**src/hdl/assert_macros.svh**
```systemverilog
// Assertion macros for the element symbol list parser.
// Needs a clock named clk and a reset named rst in the using scope.
`ifndef ASSERT_MACROS_SVH
`define ASSERT_MACROS_SVH

// same-cycle implication
`define ASSERT_IMPL(label, ante, cons) \
  label: assert property (@(posedge clk) disable iff (rst) (ante) |-> (cons)) \
    else $error("assertion failed: ante -> cons");

// next-cycle implication
`define ASSERT_NEXT(label, ante, cons) \
  label: assert property (@(posedge clk) disable iff (rst) (ante) |=> (cons)) \
    else $error("assertion failed: ante => cons");

`endif

```
**src/hdl/esl_pkg.sv**
```systemverilog
// Package for the element symbol list parser: character codes, symbol table,
// token record type and the symbol lookup function. No dependencies.
`default_nettype none

package esl_pkg;

  localparam int NUM_ELEMENTS = 111;
  localparam int TABLE_ELEMENTS = 111;
  localparam int TABLE_CHARS = 2 * TABLE_ELEMENTS;

  localparam logic [7:0] CHAR_SPACE = 8'h20;
  localparam logic [7:0] CHAR_COMMA = 8'h2c;
  localparam logic [7:0] CHAR_SEMI  = 8'h3b;
  localparam logic [7:0] CHAR_TAB   = 8'h09;
  localparam logic [7:0] CHAR_LF    = 8'h0a;
  localparam logic [7:0] CHAR_UP_A  = 8'h41;
  localparam logic [7:0] CHAR_UP_Z  = 8'h5a;
  localparam logic [7:0] CHAR_LO_A  = 8'h61;
  localparam logic [7:0] CHAR_LO_Z  = 8'h7a;
  localparam logic [7:0] CHAR_UP_D  = 8'h44;
  localparam logic [7:0] CHAR_UP_L  = 8'h4c;
  localparam logic [7:0] CHAR_LO_P  = 8'h70;
  localparam logic [7:0] CASE_DIFF  = 8'h20;

  // symbols of elements 1..111, two characters each, space = no second letter
  localparam logic [8*TABLE_CHARS-1:0] SYM_STR = {
    "H HeLiBeB C N O F NeNaMgAlSiP S ClArK CaScTiV CrMnFeCoNiCu",
    "ZnGaGeAsSeBrKrRbSrY ZrNbMoTcRuRhPdAgCdInSnSbTeI XeCsBaLaCePr",
    "NdPmSmEuGdTbDyHoErTmYbLuHfTaW ReOsIrPtAuHgTlPbBiPoAtRnFrRaAc",
    "ThPaU NpPuAmCmBkCfEsFmMdNoLrRfDbSgBhHsMtDsRg"
  };

  typedef struct packed {
    logic [7:0] first;
    logic [7:0] second;
    logic       tok;
    logic       eol;
  } token_t;

  function automatic logic [7:0] sym_char(input int pos);
    logic [7:0] ch;
    ch = SYM_STR[8*(TABLE_CHARS-pos)-1 -: 8];
    return (ch == CHAR_SPACE) ? 8'h00 : ch;
  endfunction

  // symbols are unique, and so is the single-letter element of each letter:
  // the hits are or-ed together
  function automatic logic [7:0] lookup(input logic [7:0] first,
                                        input logic [7:0] second,
                                        input logic [7:0] dflt);
    logic [7:0] exact;
    logic [7:0] single;
    logic       hit_exact;
    logic       hit_single;
    logic [7:0] a;
    logic [7:0] b;
    exact = '0;
    single = '0;
    hit_exact = 1'b0;
    hit_single = 1'b0;
    for (int z = 1; z <= NUM_ELEMENTS && z <= TABLE_ELEMENTS; z++) begin
      a = sym_char(2 * (z - 1));
      b = sym_char(2 * (z - 1) + 1);
      if (first == a && second == b) begin
        exact = exact | 8'(z);
        hit_exact = 1'b1;
      end
      if (first == a && b == 8'h00) begin
        single = single | 8'(z);
        hit_single = 1'b1;
      end
    end
    if (hit_exact) return exact;
    if (hit_single) return single;
    if (first == CHAR_UP_D) return 8'd1;
    if (first == CHAR_UP_L && second == CHAR_LO_P) return 8'd0;
    return dflt;
  endfunction

endpackage

`default_nettype wire

```
**src/hdl/element_symbol_list_parser.sv**
```systemverilog
// Element symbol list parser, top level: tokenizer, token record stage and
// lookup/output register. Depends on esl_pkg and assert_macros.svh.
`default_nettype none
`include "assert_macros.svh"
//
// Usage
// - Input stream (s_*): one text byte per word. s_tlast marks the end of the
//   text; the byte of that word is ignored.
// - Output stream (m_*): one word per finished token, closed by a separator
//   or by the end marker, and one for a bare end marker. m_tdata is the atomic
//   number, m_tuser says a token's number is carried, m_tlast marks the word
//   caused by the end marker. A bare end marker gives number 0, m_tuser 0.
// - Config (cfg_*): default number for tokens that match nothing. Write it
//   only while the block is idle; cfg_ready is always high.
// - Throughput: one word per cycle in both directions while m_tready is high.
//   From input accept the tokenizer loads a token record; then the 111-entry
//   comparator bank fills the output register, which raises m_tvalid.
// - Stall: while m_tready is low the output register holds and the record
//   stage fills; then s_tready drops. Bytes that give no result still wait
//   for s_tready.
// - Reset (rst, synchronous): token state cleared, pipeline emptied, default
//   number back to 0.
//
module element_symbol_list_parser (
  input  wire        clk,
  input  wire        rst,
  input  wire        s_tvalid,
  output logic       s_tready,
  input  wire  [7:0] s_tdata,   // [7:0] char_byte
  input  wire        s_tlast,   // end_of_text
  output logic       m_tvalid,
  input  wire        m_tready,
  output logic [7:0] m_tdata,   // [7:0] atomic_number
  output logic       m_tuser,   // [0] token_valid
  output logic       m_tlast,   // end_of_list
  input  wire        cfg_valid,
  output logic       cfg_ready,
  input  wire  [7:0] cfg_data   // [7:0] default_z
);
  import esl_pkg::*;

  // tokenizer state
  logic [7:0] first_letter, first_letter_next;
  logic [7:0] second_letter, second_letter_next;
  logic [1:0] chars_seen, chars_seen_next;
  logic       inside_token, inside_token_next;
  logic [7:0] default_z;

  // token record stage
  token_t     rec, rec_next;
  logic       rec_valid;
  logic       rec_load;

  logic       s_acc;
  logic       out_free;
  logic       is_sep;
  logic       is_up;
  logic       is_lo;
  logic [7:0] c;

  assign cfg_ready = 1'b1;
  assign c         = s_tdata;
  assign out_free  = !m_tvalid || m_tready;
  assign s_tready  = !rec_valid || out_free;
  assign s_acc     = s_tvalid && s_tready;

  assign is_sep = (c == CHAR_SPACE) || (c == CHAR_COMMA) || (c == CHAR_SEMI) ||
                  (c == CHAR_TAB) || (c == CHAR_LF);
  assign is_up  = (c >= CHAR_UP_A) && (c <= CHAR_UP_Z);
  assign is_lo  = (c >= CHAR_LO_A) && (c <= CHAR_LO_Z);

  always_comb begin
    first_letter_next  = first_letter;
    second_letter_next = second_letter;
    chars_seen_next    = chars_seen;
    inside_token_next  = inside_token;
    rec_load           = 1'b0;
    rec_next.first     = first_letter;
    rec_next.second    = second_letter;
    rec_next.tok       = inside_token;
    rec_next.eol       = s_tlast;
    if (s_tlast || is_sep) begin
      // end marker always answers; a separator only closes an open token
      rec_load           = s_tlast || inside_token;
      first_letter_next  = '0;
      second_letter_next = '0;
      chars_seen_next    = '0;
      inside_token_next  = 1'b0;
    end else if (!inside_token) begin
      inside_token_next  = 1'b1;
      first_letter_next  = is_lo ? (c - CASE_DIFF) : c;
      second_letter_next = '0;
      chars_seen_next    = 2'd1;
    end else if (chars_seen == 2'd1) begin
      if (is_up) begin
        second_letter_next = c + CASE_DIFF;
      end else if (is_lo) begin
        second_letter_next = c;
      end else begin
        second_letter_next = '0;
      end
      chars_seen_next = 2'd2;
    end
  end

  always_ff @(posedge clk) begin
    if (rst) begin
      first_letter  <= '0;
      second_letter <= '0;
      chars_seen    <= '0;
      inside_token  <= 1'b0;
    end else if (s_acc) begin
      first_letter  <= first_letter_next;
      second_letter <= second_letter_next;
      chars_seen    <= chars_seen_next;
      inside_token  <= inside_token_next;
    end
  end

  always_ff @(posedge clk) begin
    if (rst) begin
      default_z <= '0;
    end else if (cfg_valid && cfg_ready) begin
      default_z <= cfg_data;
    end
  end

  // record stage: refills when it moves on or is empty
  always_ff @(posedge clk) begin
    if (rst) begin
      rec_valid <= 1'b0;
    end else if (s_tready) begin
      rec_valid <= s_acc && rec_load;
    end
  end

  always_ff @(posedge clk) begin
    if (s_tready && s_acc && rec_load) begin
      rec <= rec_next;
    end
  end

  // output register: symbol lookup
  always_ff @(posedge clk) begin
    if (rst) begin
      m_tvalid <= 1'b0;
    end else if (out_free) begin
      m_tvalid <= rec_valid;
    end
  end

  always_ff @(posedge clk) begin
    if (out_free && rec_valid) begin
      m_tdata <= rec.tok ? lookup(rec.first, rec.second, default_z) : 8'd0;
      m_tuser <= rec.tok;
      m_tlast <= rec.eol;
    end
  end

  // a word without a token comes from a bare end marker and carries zero
  `ASSERT_IMPL(a_bare_end, m_tvalid && !m_tuser, m_tlast && (m_tdata == 8'd0))
  // end marker always leaves a record behind and closes the token
  `ASSERT_NEXT(a_end_rec, s_acc && s_tlast, rec_valid && rec.eol && !inside_token)
  // chars_seen tracks inside_token
  `ASSERT_IMPL(a_seen, inside_token, (chars_seen == 2'd1) || (chars_seen == 2'd2))
  // a full record stage with a blocked output stops the input
  `ASSERT_IMPL(a_stall, rec_valid && m_tvalid && !m_tready, !s_tready)

endmodule

`default_nettype wire
```
**config.mk**
```make
export PLATFORM = sky130hd
export DESIGN_NAME = element_symbol_list_parser
export DESIGN_NICKNAME = d
export VERILOG_FILES = /design/src/hdl/esl_pkg.sv /design/src/hdl/element_symbol_list_parser.sv
export VERILOG_INCLUDE_DIRS = /design/src /design/src/hdl
export SDC_FILE = /design/constraint.sdc
export NUM_CORES = 1
export LEC_CHECK = 0
export ABC_AREA = 1
export BUFFER_PORTS_ARGS = -buffer_cell sky130_fd_sc_hd__buf_2
export CORE_MARGIN = 3
export CORE_UTILIZATION = 40
export CTS_BUF_LIST = sky130_fd_sc_hd__clkbuf_8
export CTS_CLUSTER_SIZE = 8
export DETAILED_ROUTE_END_ITERATION = 8
export PLACE_DENSITY = 0.67
export SETUP_SLACK_MARGIN = 0.5
export SLEW_MARGIN = 20
export SYNTH_ARGS = -nofsm -noshare
export SYNTH_HDL_FRONTEND = slang
export SYNTH_SLANG_ARGS = --single-unit
```
**constraint.sdc**
```tcl
create_clock -name clk -period 1.9 [get_ports clk]
set_input_delay 0.38 -clock clk [delete_from_list [all_inputs] [get_ports clk]]
set_output_delay 0.38 -clock clk [all_outputs]
set_load 0.01 [all_outputs]
```
==> impl.org <==
** Outcome
- The flow ran to the end, but the final reports show violations.
- The checks that failed: negative setup slack.

** Hold path
- The path class of the tightest hold or removal check is in -> reg.

** Timing
- Final critical delay including setup and external delays :: ~2.4 ns
- Largest clock skew in the final design :: about 0.019 ns
- Final Worst Setup Slack :: -0.5040 ns
- Final worst-path cycle share :: 126.5%
- Adding up every negative setup slack in the final design gives -3.916 ns.
- F_max :: between 400 and 500 MHz
- The number of max-slew violations in the final report came to 0.
- Setup violations remaining at the end of the flow were counted as 8.
- Final count of hold timing violations :: 0
- Hold slack final :: about 0.26 ns
- Setup repair after global routing could not meet its margin everywhere.

** Layout
- Summing all non-filler instances in the final layout gives an area of 0.008150 mm^2.
- In the final design database the tool counted ~1100 nets.
- After filler insertion, the fill cell instance count of the layout stands at 913.
- Relative to the synthesized area, the layout overhead comes to 70.97%.
- Excluding fillers, the count of instances in the completed layout stands at between 1000 and 1500.
- Most common cell after layout, fill and taps aside :: sky130_fd_sc_hd__nand2_1
- In the final layout, the share of cells above drive strength 1 is 49.21%.
- Antenna diode instance count :: 0
- Leaving out fill and tap cells, the most frequent cells in the layout are sky130_fd_sc_hd__nand2_1, sky130_fd_sc_hd__buf_4, sky130_fd_sc_hd__nor2_1.
- Once layout is complete, the utilization of the core stands at between 70% and 80%.

** Placed design
- PortBufs :: 33
- Area after detailed placement :: between 0.006 and 0.007 mm^2
- Summed over all nets, the half-perimeter wirelength after detailed placement is 14740 um.
- Including well taps, the total number of placed cells is ~1200.
- Routability-driven placement finished with a final weighted congestion of roughly 1.0.
- OpenSTA, run right after detailed placement, puts the worst setup slack at -0.4740 ns.

** Clocking
- CTS root buf :: sky130_fd_sc_hd__clkbuf_8
- Clock latency on the worst-skew pair :: 0.36 ns
- Buffers inserted to repair hold after CTS numbered 0.
- After clock tree synthesis, the clock-pin slew on the worst setup and hold paths is ~0.090 ns.
- Clock tree from TritonCTS :: built
- Clk sink count :: between 50 and 60
- Depth of the CTS H-tree :: 3
- Maximum clock path buffer count :: 2
- TritonCTS buffer count :: 9

** Synth
- Synthesis produced a netlist with a net count of 831.
- After synthesis, flip-flops and latches occupy between 20% and 30% of the total area.
- In this run, synthesis inferred 28 flip-flops with an integrated enable.
- Summed over all instances, the cell type with the most area after synthesis is sky130_fd_sc_hd__nand2_1.
- After synthesis the netlist holds a flip-flop and latch count of 57.
- Counting every instance in the synthesized netlist gives around 810.
- The netlist uses 35 different library cells.
- Total of warnings raised by yosys :: 0
- Leading cell types by total area after synthesis :: sky130_fd_sc_hd__nand2_1, sky130_fd_sc_hd__edfxtp_1, sky130_fd_sc_hd__nor2_1, sky130_fd_sc_hd__dfxtp_1, sky130_fd_sc_hd__inv_1
- Synth async-reset ratio :: 0%
- The mapped netlist covers around 0.0048 mm^2.
- Synthesized area divided by synthesized cell count :: 5.922 um^2
- In the synthesized netlist the dominant register cell turns out to be sky130_fd_sc_hd__dfxtp_1.
- Share of Yosys cell area claimed by the top area cell type :: between 20% and 30%

** Global route
- The number of antenna violations at the first check in global routing was 0.
- Entering global routing, the biggest net connects 19 pins.
- Across every metal layer, demand over resource in global routing totals between 20 and 30%.
- The first global-routing pass estimated approximately 30000 um of wire.
- Via count of the first global-routing pass :: between 6000 and 7000
- For this run the aggregate overflow at the end of global routing stands at 0.

** Route
- Via density :: between 5 and 6
- For this block, the routed nets add up to ~21000 um of wire.
- The detailed router finished its first iteration with slightly above 600 violations.
- Total via count in the routed design :: between 6000 and 7000
- Number of nets with antenna violations after routing :: 0
- In the routed design, unresolved DRC markers number 0.
- Wirelength per Cell :: around 17 um
- Drt pass-1 iters :: 7

** Worst setup path
- Required time reported for the critical path endpoint :: ~2 ns
- Highest net fanout along the worst path :: 8
- CP arrival :: roughly 2.5 ns
- STA classifies the critical path startpoint as a flip-flop.
- The worst setup path is captured at a flip-flop.
- Critical path class :: reg -> reg

** Pwr
- Power comes to 3.353 mW.
- Leakage power of the design :: 4.047 nW
- Peak supply drop :: ~530 uV
- Power spread over the standard cell area amounts to 411.4 mW/mm^2.

** Die
- For this design the top-level I/O count stands at 35.
- After floorplanning, the core was sized to cover 0.01152 mm^2.
- Row count :: 39
- For this configuration, the core starts out at a cell density of 41.40%.
- Area enclosed by the die boundary :: about 0.013 mm^2
- DIE WIDTH :: approximately 120 um
- Y dimension of the die :: 115.2 um

** Run
- Max-capacitance violation count :: 0
[final cells by class]
cell class                 instances  area, um^2  area share, %
clock inverter                     7       102.6          1.259
timing repair buffer             264        2091          25.65
timing repair inverter             3       20.02         0.2456
clock buffer                       9       123.9          1.520
sequential                        57        1426          17.50
inverter                          68       295.3          3.623
tap                              143       178.9          2.195
multi-input combinational        673        3913          48.00
[sequential cells by signal, summed over array words and instances (netlist names)]
register	flops
chars_seen	2
m_tdata	8
m_tvalid	1
m_tlast	1
inside_token	1
rec_valid	1
first_letter	8
default_z	8
second_letter	8
m_tuser	1
rec	18
[logic make-up (layout without fill, tap and decap cells)]
group,Yosys count,count (layout),synth area share (%)
and+or+nand+nor,585,588,53.15
AOI/OAI and AO/OA,80,80,9.134
buffers and inverters,78,351,6.771
DFF,57,57,29.82
adders and majority gates,4,4,1.050
other,1,1,0.07866
[cells in the mapped netlist (2+ instances only)]
| cell type | count |
|---|---|
| sky130_fd_sc_hd__buf_6 | 3 |
| sky130_fd_sc_hd__a41oi_1 | 2 |
| sky130_fd_sc_hd__dfxtp_1 | 29 |
| sky130_fd_sc_hd__nand2_4 | 4 |
| sky130_fd_sc_hd__nor2_4 | 6 |
| sky130_fd_sc_hd__o21ai_0 | 31 |
| sky130_fd_sc_hd__a21oi_1 | 31 |
| sky130_fd_sc_hd__o21ai_1 | 5 |
| sky130_fd_sc_hd__o31ai_1 | 5 |
| sky130_fd_sc_hd__inv_2 | 14 |
| sky130_fd_sc_hd__edfxtp_1 | 28 |
| sky130_fd_sc_hd__nand2_2 | 10 |
| sky130_fd_sc_hd__and2_1 | 2 |
| sky130_fd_sc_hd__nand3b_1 | 5 |
| sky130_fd_sc_hd__o21a_1 | 3 |
| sky130_fd_sc_hd__nand2_1 | 274 |
| sky130_fd_sc_hd__clkbuf_1 | 4 |
| sky130_fd_sc_hd__inv_1 | 54 |
| sky130_fd_sc_hd__nor2_2 | 21 |
| sky130_fd_sc_hd__ha_1 | 4 |
| sky130_fd_sc_hd__nand4_1 | 26 |
| sky130_fd_sc_hd__buf_4 | 2 |
| sky130_fd_sc_hd__nor3_1 | 17 |
| sky130_fd_sc_hd__nor2_1 | 180 |
| sky130_fd_sc_hd__nand3_1 | 35 |
[worst max-delay path: stages, from the launching register on]
cell	delay, ns
sky130_fd_sc_hd__edfxtp_1	0.53
sky130_fd_sc_hd__inv_2	0.14
sky130_fd_sc_hd__nor2_4	0.06
sky130_fd_sc_hd__nand2_1	0.08
sky130_fd_sc_hd__nor2_1	0.05
sky130_fd_sc_hd__buf_4	0.16
sky130_fd_sc_hd__nand2_2	0.08
sky130_fd_sc_hd__nand2_2	0.08
sky130_fd_sc_hd__nor2_4	0.14
sky130_fd_sc_hd__nand2_2	0.06
sky130_fd_sc_hd__nor2_2	0.14
sky130_fd_sc_hd__nand2_2	0.09
sky130_fd_sc_hd__nor2_4	0.24
sky130_fd_sc_hd__nand3_4	0.16
sky130_fd_sc_hd__nor2_2	0.11
sky130_fd_sc_hd__nor2_1	0.05
[worst paths after layout]
check / startpoint / to / slack, ns / cells past startpoint
setup / recovery: rec[11] / m_tdata[6] / -0.50 / 15
hold / removal: cfg_data[7] / default_z[7] / 0.26 / 3
setup reg to reg: rec[11] / m_tdata[6] / -0.50 / 15
hold reg to reg: rec[0] / m_tlast / 0.43 / 0
[layer usage]
metal	wire (um)	vias up	GRT usage (%)	share of wire [%]
li1	-	3156	-	-
met3	1461	115	4.105	6.9
met5	0	-	0	0
met4	1477	0	17.61	7.0
met2	10250	351	50.39	49
met1	7880	3018	35.72	37
[power breakdown]
group	leakage [nW]	internal, mW	switching (mW)
registers	0.499	1.35	0.0541
clock network	0.110	0.749	0.566
logic	3.44	0.260	0.372
[what timing repair did]
item	CTS	global route
setup endpoints to repair	46	46
cloned	5	1
resized for setup	152	120
buffers inserted	36	12
pin swaps	60	69
Note: power is estimated with default switching activity, not from simulation.
